[config.mk]
export PLATFORM = sky130hd
export DESIGN_NAME = cehacc_cell
export DESIGN_NICKNAME = d
export VERILOG_FILES = /design/src/rtl/cehacc_pkg.sv /design/src/rtl/cehacc_cell.sv
export SDC_FILE = /design/constraint.sdc
export NUM_CORES = 1
export LEC_CHECK = 0
export BUFFER_PORTS_ARGS = -buffer_cell sky130_fd_sc_hd__buf_4
export CORE_AREA = 2 2 283 285
export CTS_CLUSTER_DIAMETER = 120
export DETAILED_ROUTE_END_ITERATION = 10
export DIE_AREA = 0 0 285 287
export GPL_ROUTABILITY_DRIVEN = 0
export PLACE_DENSITY_LB_ADDON = 0.1
export SYNTH_ARGS = -nofsm -noshare
export SYNTH_HDL_FRONTEND = slang
export SYNTH_SLANG_ARGS = --single-unit
[constraint.sdc]
create_clock -name i_clk -period 5 [get_ports i_clk]
set_input_delay 0.5 -clock i_clk [delete_from_list [all_inputs] [get_ports i_clk]]
set_output_delay 0.5 -clock i_clk [all_outputs]
set_load 0.1 [all_outputs]
[src/rtl/cehacc_pkg.sv]
// ============================================================================
// cehacc_pkg: shared types and constants
// Payload structs, command and status codes for the cell hit accumulator.
// ============================================================================
package cehacc_pkg;

    localparam int MAX_HITS_DEF = 256;

    typedef enum logic [1:0] {
        CMD_DEPOSIT = 2'd0,
        CMD_CLEAR   = 2'd1,
        CMD_READ    = 2'd2,
        CMD_NONE    = 2'd3
    } t_cmd;

    typedef enum logic [2:0] {
        ST_ACCUM    = 3'd0,
        ST_NEW      = 3'd1,
        ST_ZERO     = 3'd2,
        ST_FULL     = 3'd3,
        ST_CLEARED  = 3'd4,
        ST_READ_OK  = 3'd5,
        ST_READ_OOR = 3'd6
    } t_status;

    typedef struct packed {
        logic [1:0]         command;
        logic [19:0]        cell_id;
        logic [31:0]        deposit_energy;
        logic               is_em_particle;
        logic [31:0]        step_time;
        logic signed [31:0] pos_x;
        logic signed [31:0] pos_y;
        logic signed [31:0] pos_z;
        logic [7:0]         read_index;
    } t_in;

    typedef struct packed {
        logic [2:0]         status;
        logic [7:0]         entry_index;
        logic [8:0]         hit_count;
        logic [19:0]        entry_cell_id;
        logic [31:0]        entry_energy;
        logic [31:0]        entry_em_energy;
        logic [31:0]        entry_time;
        logic signed [31:0] entry_pos_x;
        logic signed [31:0] entry_pos_y;
        logic signed [31:0] entry_pos_z;
    } t_out;

    // one table entry as held in a cell
    typedef struct packed {
        logic [19:0] cell_id;
        logic [31:0] energy;
        logic [31:0] em_energy;
        logic [31:0] t;
        logic [31:0] px;
        logic [31:0] py;
        logic [31:0] pz;
    } t_entry;

    // operation broadcast to every cell
    typedef struct packed {
        logic        upd;     // accumulate into selected cell
        logic        wr;      // write new entry into selected cell
        logic        em;
        logic [31:0] e;
    } t_cell_op;

    typedef enum logic [2:0] {
        S_IDLE,
        S_SCAN,
        S_APPLY,
        S_OUT
    } t_state;

    function automatic logic [31:0] sat_add(input logic [31:0] a, input logic [31:0] b);
        logic [32:0] s;
        s = {1'b0, a} + {1'b0, b};
        return s[32] ? 32'hFFFF_FFFF : s[31:0];
    endfunction

endpackage

[src/rtl/cehacc_cell.sv]
// ============================================================================
// cehacc_cell: one table entry
// Holds an entry, compares it against the key broadcast to every cell and
// passes the earliest match (index and contents) to the next cell.
// ============================================================================
module cehacc_cell #(
    parameter int IW = 8
) (
    input  logic                 i_clk,
    input  logic [IW-1:0]        i_my_idx,
    input  logic                 i_filled,
    input  logic [19:0]          i_key,
    input  logic                 i_by_idx,
    input  logic [IW-1:0]        i_key_idx,
    input  logic                 i_sel,
    input  cehacc_pkg::t_cell_op i_op,
    input  cehacc_pkg::t_entry   i_new,
    input  logic                 i_hit,
    input  logic [IW-1:0]        i_hit_idx,
    input  cehacc_pkg::t_entry   i_hit_entry,
    output logic                 o_hit,
    output logic [IW-1:0]        o_hit_idx,
    output cehacc_pkg::t_entry   o_hit_entry
);
    import cehacc_pkg::*;

    t_entry r_entry;
    logic   match;

    always_ff @(posedge i_clk) begin
        if (i_sel && i_op.wr) begin
            r_entry <= i_new;
        end else if (i_sel && i_op.upd) begin
            r_entry.energy <= sat_add(r_entry.energy, i_op.e);
            if (i_op.em) begin
                r_entry.em_energy <= sat_add(r_entry.em_energy, i_op.e);
            end
        end
    end

    // a read matches on the entry position, a deposit on the stored id
    assign match       = i_filled && (i_by_idx ? (i_my_idx == i_key_idx)
                                               : (r_entry.cell_id == i_key));
    assign o_hit       = i_hit || match;
    assign o_hit_idx   = i_hit ? i_hit_idx : i_my_idx;
    assign o_hit_entry = i_hit ? i_hit_entry : r_entry;
endmodule

Word-level counts from Yosys, hierarchy flattened:

Index checks and enable logic that the tools add are counted.

* output and inout bits: 221
* input port bits: 508
* word-level logic and storage cells: 26
* register bits: 212

* mux-type cells: 8
* equal/unequal tests: 2
* reductions and logical operators: 7
* $add $sub $neg: 2

Operators with widths (number)
* $mux 212: 1
* $mux 64: 2
* $mux 32: 3
* $add 32x32->33: 2
* $eq 20x20->1: 1
* $eq 8x8->1: 1
* $mux 8: 1
* $reduce_bool 2->1: 2
* $logic_and 1x1->1: 3
* $reduce_and 2->1: 1
* $logic_or 1x1->1: 1
* $mux 1: 1

Depth between registers and ports, before layout:

Gate-level depths: netlist (run 1).

* word-level depth: 5
* mapped depth: 13
* gate-level depth less buffers: 11

Worst setup path after synthesis (run 1):

Ideal clock, no wire load.

* kind: in2reg
* from: input i_sel
* to: register r_entry[128] (netlist name), enable pin
* data arrival time: 4.430 ns
* path slack: 0.179 ns
* data required time: 4.609 ns
* path buffers: 0
* library setup time: 0.391 ns
* stages on the path: 3
* path through: nand2_1 > inv_1 > o21a_1

* longest elaborated chain between the ends: 3
* elaborated cells on any way between the ends: 5
* those cells by class: 5 x reduce/logical

Ends and longest elaborated chain
* from (decl): line cehacc_cell.sv:15 `input logic i_sel,`
* $logic_and 1x1->1 (on tied branches): line cehacc_cell.sv:31, cehacc_cell.sv:33
* $reduce_bool 2->1 (no line)
* $reduce_and 2->1 (no line) (*)
* to (signal assigned): line cehacc_cell.sv:32 `r_entry <= i_new;`
* to (decl): line cehacc_cell.sv:27 `t_entry r_entry;`

Mark *: on every way between the ends. The rest lies on a longest branch, timed or not.
A chain may end at the register's enable or synchronous reset.

Worst setup path in the final report (run 1):

* from: register r_entry[128] (netlist name)
* to: register r_entry[153] (netlist name) (data pin)

* longest elaborated chain between the ends: 5

Ends and longest elaborated chain
* $add 32x32->33: line cehacc_pkg.sv:79 `s = {1'b0, a} + {1'b0, b};`
* $mux 32: line cehacc_pkg.sv:80 `return s[32] ? 32'hFFFF_FFFF : s[31:0];`
* $mux 32: line cehacc_cell.sv:35 `if (i_op.em) begin`
* $mux 64: line cehacc_cell.sv:33 `end else if (i_sel && i_op.upd) begin`
* $mux 64: line cehacc_cell.sv:31 `if (i_sel && i_op.wr) begin`

Every way passes these cells. The select of a mux whose other input is x is not followed.

==> results of run 1 <==
-- placed cells by master (no fill, tap or decap), types with 4 or more instances in the layout --
cell type / n
sky130_fd_sc_hd__nand4_1: 11
sky130_fd_sc_hd__inv_1: 6
sky130_fd_sc_hd__o21ai_0: 29
sky130_fd_sc_hd__a31oi_1: 4
sky130_fd_sc_hd__o211ai_1: 6
sky130_fd_sc_hd__o21a_1: 7
sky130_fd_sc_hd__and3_1: 7
sky130_fd_sc_hd__clkinv_2: 4
sky130_fd_sc_hd__o21ai_1: 4
sky130_fd_sc_hd__xnor2_1: 30
sky130_fd_sc_hd__a211oi_1: 12
sky130_fd_sc_hd__clkbuf_16: 34
sky130_fd_sc_hd__ha_1: 64
sky130_fd_sc_hd__nor2b_1: 7
sky130_fd_sc_hd__nand2_1: 31
sky130_fd_sc_hd__o22a_1: 31
sky130_fd_sc_hd__edfxtp_1: 212
sky130_fd_sc_hd__buf_4: 731
sky130_fd_sc_hd__mux2_2: 220
sky130_fd_sc_hd__o21bai_1: 7
sky130_fd_sc_hd__nand2b_1: 5
sky130_fd_sc_hd__xor2_1: 51
sky130_fd_sc_hd__a21oi_1: 84
sky130_fd_sc_hd__nor4_1: 6
sky130_fd_sc_hd__a21o_1: 34
sky130_fd_sc_hd__a311oi_1: 4
sky130_fd_sc_hd__clkinv_1: 5
sky130_fd_sc_hd__nand3_1: 15
sky130_fd_sc_hd__nor2_1: 59
sky130_fd_sc_hd__clkbuf_1: 11
-- power breakdown --
part           leakage, nW  switching [mW]  internal [mW]
Combinational         6.15            1.97          0.939
Sequential            1.97          0.0797           2.14
Clock                0.495           0.959           1.32
-- through the flow --
step	instances	utilization [%]	hold slack [ps]	cell area (µm²)
finish	2845	26.5	120	20800
global route	2844	26.5	74.4	20800
CTS	2843	26.5	68.8	20800
detailed placement	2783	25.2	675	19800
global placement	2783	25.2	651	19800
floorplan	1051	-	599	13100
-- Yosys cell counts (4+ instances only) --
library cell	instances	share of area, %
sky130_fd_sc_hd__mux2_2	220	19
sky130_fd_sc_hd__edfxtp_1	212	49
sky130_fd_sc_hd__a21oi_1	84	3.2
sky130_fd_sc_hd__ha_1	64	6.1
sky130_fd_sc_hd__nor2_1	59	1.7
sky130_fd_sc_hd__xor2_1	51	3.4
sky130_fd_sc_hd__clkbuf_1	48	1.4
sky130_fd_sc_hd__a21o_1	34	2.0
sky130_fd_sc_hd__nand2_1	32	0.92
sky130_fd_sc_hd__o22a_1	31	2.1
sky130_fd_sc_hd__xnor2_1	30	2.0
sky130_fd_sc_hd__o21ai_0	29	1.1
sky130_fd_sc_hd__nand3_1	15	0.57
sky130_fd_sc_hd__a211oi_1	12	0.69
sky130_fd_sc_hd__nand4_1	11	0.53
sky130_fd_sc_hd__o21a_1	9	0.52
sky130_fd_sc_hd__and3_1	7	0.33
sky130_fd_sc_hd__inv_1	7	0.20
sky130_fd_sc_hd__nor2b_1	7	0.33
sky130_fd_sc_hd__o21bai_1	7	0.40
sky130_fd_sc_hd__nor4_1	6	0.29
sky130_fd_sc_hd__o211ai_1	6	0.34
sky130_fd_sc_hd__nand2b_1	5	0.24
sky130_fd_sc_hd__o21ai_1	5	0.19
sky130_fd_sc_hd__a311oi_1	4	0.27
sky130_fd_sc_hd__a31oi_1	4	0.19
-- cells by family after synthesis --
family	after synthesis
compound gates	258
mux	221
flops	212
simple gates	153
xor+xnor	81
fa+ha+maj	66
buf+inv	60
-- routing by layer --
metal  up-vias  track usage [%]  part of all wire [%]
li1       5518                -                     -
met1      5628             18.6                    42
met2       425             26.6                    50
met3        76             4.31                   6.6
met4        12             3.02                   1.6
met5         -                0                  0.12
-- cell type report --
type                       count  share of cell area [%]
clock buffer                  45                    4.28
multi-input combinational    779                    31.3
timing repair buffer         735                    26.7
antenna                        2                  0.0240
clock inverter                15                   0.703
inverter                       7                   0.150
tap                         1050                    6.31
sequential                   212                    30.6
-- how the worst min path moves through the flow --
| stage | startpoint | to | slack (ps) | depth (start not counted) |
|---|---|---|---|---|
| floorplan | i_new[0] | r_entry[0]$_DFFE_PP_ | 600 | 0 |
| global placement | r_entry[128]$_DFFE_PP_ | r_entry[128]$_DFFE_PP_ | 650 | 2 |
| detailed placement | r_entry[160]$_DFFE_PP_ | r_entry[160]$_DFFE_PP_ | 670 | 2 |
| CTS | i_new[97] | r_entry[97]$_DFFE_PP_ | 70 | 1 |
| global route | i_new[117] | r_entry[117]$_DFFE_PP_ | 70 | 1 |
| finish | i_new[40] | r_entry[40]$_DFFE_PP_ | 120 | 1 |
-- worst max-delay path: stages (launching register included) --
cell                        delay [ps]
sky130_fd_sc_hd__edfxtp_1          390
sky130_fd_sc_hd__ha_1              290
sky130_fd_sc_hd__fa_1              440
sky130_fd_sc_hd__a21o_1            220
sky130_fd_sc_hd__a2111oi_2         410
sky130_fd_sc_hd__o21ai_1           210
sky130_fd_sc_hd__a2111oi_0         730
sky130_fd_sc_hd__o21bai_1          210
sky130_fd_sc_hd__a21oi_2           330
sky130_fd_sc_hd__o21ai_4           320
sky130_fd_sc_hd__o32a_1            460
==> results.txt, run 1 <==
The flow ran to the end, and the final reports show no timing, DRC or antenna violations. The worst setup margin came out at 720 ps. The total of fill cells in the finished design is 8,434. Of all nets on the critical path, the largest fanout is 30. The TritonCTS clock tree is done.

The number of enable flip-flop cells after synthesis came out at 212. The level count of the clock H-tree came out at 2. The overflow left after global routing came out at 0. Of all flip-flops after synthesis, the portion carrying an async set or reset was 0%. The post-synthesis share of cell area spent on and, or, nand and nor gates is 5.45%. Clock tree synthesis found a total of 212 sinks. The slew at the pin with the worst max-slew slack came out at 1030 ps. The largest registers in the layout are r_entry x212.

The buffer type at the clock tree root is sky130_fd_sc_hd__clkbuf_16. The critical setup path kind is flip-flop to flip-flop. The total area inside the core boundary comes to 0.0786 mm². Summed over all cells, the static leakage comes to 8.61 nW.

The endpoint identified for the worst register-to-register timing path is r_entry[153]$_DFFE_PP_. The routed wire length is 66,100 µm. The number of flip-flops in the largest register is 212. The die covers 0.0818 mm². The minimum clock period is 4280 ps. The tool flagged a number of max-cap violations equal to 0. The first global-routing pass estimated 89,300 µm of wire. The worst register-to-register path begins at r_entry[128]$_DFFE_PP_. The routed via count came out at 11,659. The data arrival at the endpoint of the critical path is 4570 ps. After the first detailed-routing iteration, the DRC count stood at 422. The number of I/O port buffers is 728. The post-route clock skew is 21.3 ps. Setup violations remaining at the end of the flow were counted as 0. Setup repair after global routing left no endpoint under its margin. For this configuration, the core starts out at a cell density of 16.6%. STA classifies the critical path endpoint as a flip-flop. Setup slack on the worst reg-to-reg path comes out at 720 ps. In this run the worst setup path begins at r_entry[128]$_DFFE_PP_. The detailed-route vias per instance came out at 4.10. The power consumption came out at 7.41 mW. OpenSTA, run right after detailed placement, puts the worst setup slack at 525 ps.

The initial antenna violation count came out at 9. The layout net count is 2,343. The final hold violation count came out at 0. The post-CTS repair timing setup buffer count came out at 0. The fraction of synthesized cell area in xor and xnor cells is 5.42%. The worst-case IR drop observed on VDD is 0.000159 V.

Dividing the final minimum period by the clock period gives 85.6%. The number of cell rows is 103. The fraction of layout instances using a drive strength above 1 is 56.7%. The highest clock rate came out at 0.234 GHz. The number of primary I/O pins is 729.

The area used by multi-input combinational logic came out at 0.00651 mm². The number of gates resized after CTS was 0. Across the whole layout, storage elements account for 0.00637 mm². The maximum number of pins on one net before global-route repair came out at 93. The post-synthesis compound-gate area fraction is 13.2%.

The data required time at the worst endpoint came out at 5290 ps. A synthesized cell averages 12.5 µm². The area overhead of the layout relative to synthesis is 59.1%. The flip-flop and latch count after synthesis is 212. Adding up every negative setup slack in the final design gives 0 ps. The final number of max-transition violations is 0. The post-synthesis sequential area ratio is 48.6%. The final HPWL from detailed placement came out at 53,900 µm. The number of distinct library cell variants in the gate-level netlist after synthesis came out at 59.

Counting cells, the worst reg-to-reg path comes to 10. Measured against the total synthesized area, the mux share comes to 19.0%. The vertical die dimension is 287 µm. Measured along the x axis, the die boundary spans 285 µm. STA classifies the critical path startpoint as a flip-flop. The maximum count of clock buffers along a single path came out at 3. Headroom to the max-slew limit came out at 31.3%. The fraction of the mapped netlist area in adder cells is 6.42%.

The power per standard cell area came out at 356 mW/mm². The detail route stage leaves a number of antenna-violating nets equal to 0. The register with the most flip-flops in the final layout is r_entry.

Among all flip-flop cells after synthesis, the most frequent one is sky130_fd_sc_hd__edfxtp_1. The post-detailed-route wirelength per cell is 23.2 µm. The total routing resource utilization after global routing is 15.2%.

The clock latency on the worst-skew pair came out at 550 ps. The post-synth net total came out at 1,625. The number of synthesis warnings came out at 0. The via count of the first global-routing pass is 12,106. The post-synthesis cell area came out at 0.0131 mm². Counting the buffers created by CTS gives 34. The largest family of logic cells by synthesized area is multiplexers. The clock-pin slew reported for the worst setup and hold paths after clock tree synthesis came out at 60 ps.

The termination of the worst setup path is r_entry[153]$_DFFE_PP_. The number of detailed-routing iterations run before antenna repair came out at 5. The instance count of the mapped netlist came out at 1,051. The tightest min-delay check is of the input pin to flip-flop type. The DRC violation count after routing is 0. The number of hold buffers added after CTS is 0.
No activity file was read; power rests on OpenSTA's default activity.
==> run 2: changes to the inputs <==
--- a/config.mk
+++ b/config.mk
@@ -6,10 +6,10 @@
 export NUM_CORES = 1
 export LEC_CHECK = 0
 export BUFFER_PORTS_ARGS = -buffer_cell sky130_fd_sc_hd__buf_4
-export CORE_AREA = 2 2 283 285
+export CORE_AREA = 2 2 287 289
 export CTS_CLUSTER_DIAMETER = 120
 export DETAILED_ROUTE_END_ITERATION = 10
-export DIE_AREA = 0 0 285 287
+export DIE_AREA = 0 0 289 291
 export GPL_ROUTABILITY_DRIVEN = 0
 export PLACE_DENSITY_LB_ADDON = 0.1
 export SYNTH_ARGS = -nofsm -noshare
==> results.txt, run 2 (same netlist as run 1, synthesis figures left out) <==
The maximum cell stage delay along the critical path came out at 640 ps. The setup TNS is 0 ps. The power per standard cell area is 360 mW/mm². In this run the worst hold path is classified as input pin to flip-flop.

The final worst-path cycle share came out at 85.5%. The via count of the first global-routing pass is 12,147. The slowest stage of the critical path is the sky130_fd_sc_hd__a2111oi_0 cell.

The minimum clock period came out at 4270 ps. The number of cell rows is 105. STA classifies the critical path endpoint as a flip-flop. The post-CTS repair timing setup buffer count is 0. The number of sinks on the clock net is 212. The slew at the pin with the worst max-slew slack is 1100 ps. The maximum count of clock buffers along a single path is 3. The clock latency on the worst-skew pair is 540 ps. The number of CTS-inserted buffers is 34. The total area inside the core boundary comes to 0.0812 mm². The number of hold buffers added after CTS is 0. The clock tree synthesis step divided the H-tree into 2 levels. The register with the most flip-flops in the layout has 212 of them.

The run finished with clean final reports. The floorplan step defined a die boundary enclosing 0.0841 mm². The cell family contributing the most delay on the critical path is compound AO/OA/AOI/OAI gates.

The routed wire length came out at 68,400 µm. In the routed layout, each cell is associated on average with a via count of 4.08. The total buffers and inverters traversed by the critical path came out at 1. The final HPWL from detailed placement is 56,300 µm.

The share of total power consumed by net switching came out at 40.3%. In the final layout, the registers with the most flip-flops are r_entry x212. The post-place instance area came out at 0.0198 mm². The final number of max-transition violations came out at 0.

The most flop-heavy register is r_entry. The data required time at the worst endpoint came out at 5290 ps. In this run the worst path has a maximum fanout of 22. The post-detailed-route wirelength per cell is 23.8 µm. Cell internal power was estimated by the tool at 4.49 mW.

The post-route antenna net violation count came out at 0. Walking the worst path, the cells encountered are ha_1 > fa_1 > a21o_1 > a2111oi_2 > o21ai_1 > a2111oi_0 > o21bai_1 > a21oi_2 > o21ai_2 > buf_4 > a21oi_1 > nor2_1. Detailed routing inserted a total of 11,704 vias. The initial antenna violation count came out at 5. For the final database, setup skew stands at 11.4 ps.

In this run the tool buffered the top-level ports with 728 buffer cells. The data arrival at the endpoint of the critical path is 4560 ps. The layout net count is 2,344. The die width came out at 289 µm. Relative to the synthesized area, the layout overhead comes to 59.4%.

The count of instances resized after the clock tree is built came out at 0. The number of DRC markers after the initial detailed-route iteration is 468. The total routing resource utilization after global routing is 15.4%.

Leaving out fill and tap cells, the most frequent cell in the layout is sky130_fd_sc_hd__buf_4. Across the VDD grid, the largest voltage drop is 0.000189 V. The headroom to the max-slew limit came out at 26.5%. In this run the power spent charging and discharging nets is 3.03 mW. The clock network accounts for 31.5% of the total power. The critical setup path kind is flip-flop to flip-flop. Setup repair after global routing left no endpoint under its margin. The static power due to leakage is 8.64 nW. The fraction of layout instances using a drive strength above 1 is 56.8%. TritonCTS built the clock tree. The vertical die dimension is 291 µm.

The highest clock rate is 0.234 GHz. Combinational cells account for 38.9% of the total power. The clock-pin slew reported for the worst setup and hold paths after clock tree synthesis came out at 60 ps. The number of detailed-routing iterations run before antenna repair came out at 4. The count of final setup violators came out at 0. Sequential cells account for 29.6% of the total power. The final hold violation count was 0. The worst setup path is launched from a flip-flop. The DRC violation count after routing came out at 0.

During I/O placement, the number of pins put on the boundary was 729. The top cell types in the final layout, fill and taps aside, are 733 x sky130_fd_sc_hd__buf_4, 220 x sky130_fd_sc_hd__mux2_2, 212 x sky130_fd_sc_hd__edfxtp_1. The initial utilization of the core area, before any placement, comes to 16.1%. The maximum number of pins on one net before global-route repair came out at 79.

The cell area after layout is 0.0209 mm². The first global-routing pass estimated 92,100 µm of wire. The root buffer cell chosen for the clock tree is sky130_fd_sc_hd__clkbuf_16. Global routing finished with a remaining overflow of 0. Max-cap violations in this run came to 0.
[run 2: area by class of cell]
cell class,count,area (µm²)
inverter,7,31.3
clock inverter,21,191
multi-input combinational,779,6500
clock buffer,41,877
sequential,212,6370
antenna,1,2.50
timing repair buffer,736,5560
tap,1070,1340
fill,8754,60300
[run 2: path summary, 6_finish.rpt]
path / from / to / slack [ps] / cells after the start
max: r_entry[128]$_DFFE_PP_ / r_entry[141]$_DFFE_PP_ / 730 / 12
min: i_new[10] / r_entry[10]$_DFFE_PP_ / 130 / 1
max reg2reg: r_entry[128]$_DFFE_PP_ / r_entry[141]$_DFFE_PP_ / 730 / 12
min reg2reg: r_entry[128]$_DFFE_PP_ / r_entry[128]$_DFFE_PP_ / 750 / 2
[run 2: through the flow]
stage | worst slack (ps) | hold WS, ps | instances | utilization (%) | power (mW)
6_report | 727 | 132 | 2867 | 25.7 | 7.51
5_1_grt | 417 | 96.6 | 2867 | 25.7 | 7.84
4_1_cts | 671 | 82.3 | 2866 | 25.7 | 7.65
3_5_place_dp | 502 | 679 | 2804 | 24.4 | 5.20
3_3_place_gp | 566 | 679 | 2804 | 24.4 | 5.20
2_1_floorplan | 179 | 599 | 1051 | - | 4.28
[run 2: power groups by stage]
| stage | clock network (mW) | logic [mW] | registers [mW] |
|---|---|---|---|
| 6_report | 2.36 | 2.92 | 2.23 |
| 4_1_cts | 2.47 | 2.95 | 2.23 |
| 3_3_place_gp | 0 | 2.94 | 2.27 |
| 5_1_grt | 2.52 | 3.08 | 2.24 |
| 3_5_place_dp | 0 | 2.93 | 2.27 |
| 2_1_floorplan | 0 | 2.06 | 2.22 |
[run 2: worst reg2reg max path: cells and delay by family, from the launching register on]
family          cells  cell delay [ps]
compound gates      8             2550
flops               1              420
simple gates        1               70
buf+inv             1              330
fa+ha+maj           2              670
[run 2: layer usage]
layer / wire length, µm / global-route usage [%] / up-vias
met5: 26 / 0 / -
li1: - / - / 5530
met2: 35200 / 28.0 / 413
met1: 26900 / 17.8 / 5691
met3: 4700 / 3.91 / 66
met4: 1500 / 4.01 / 4
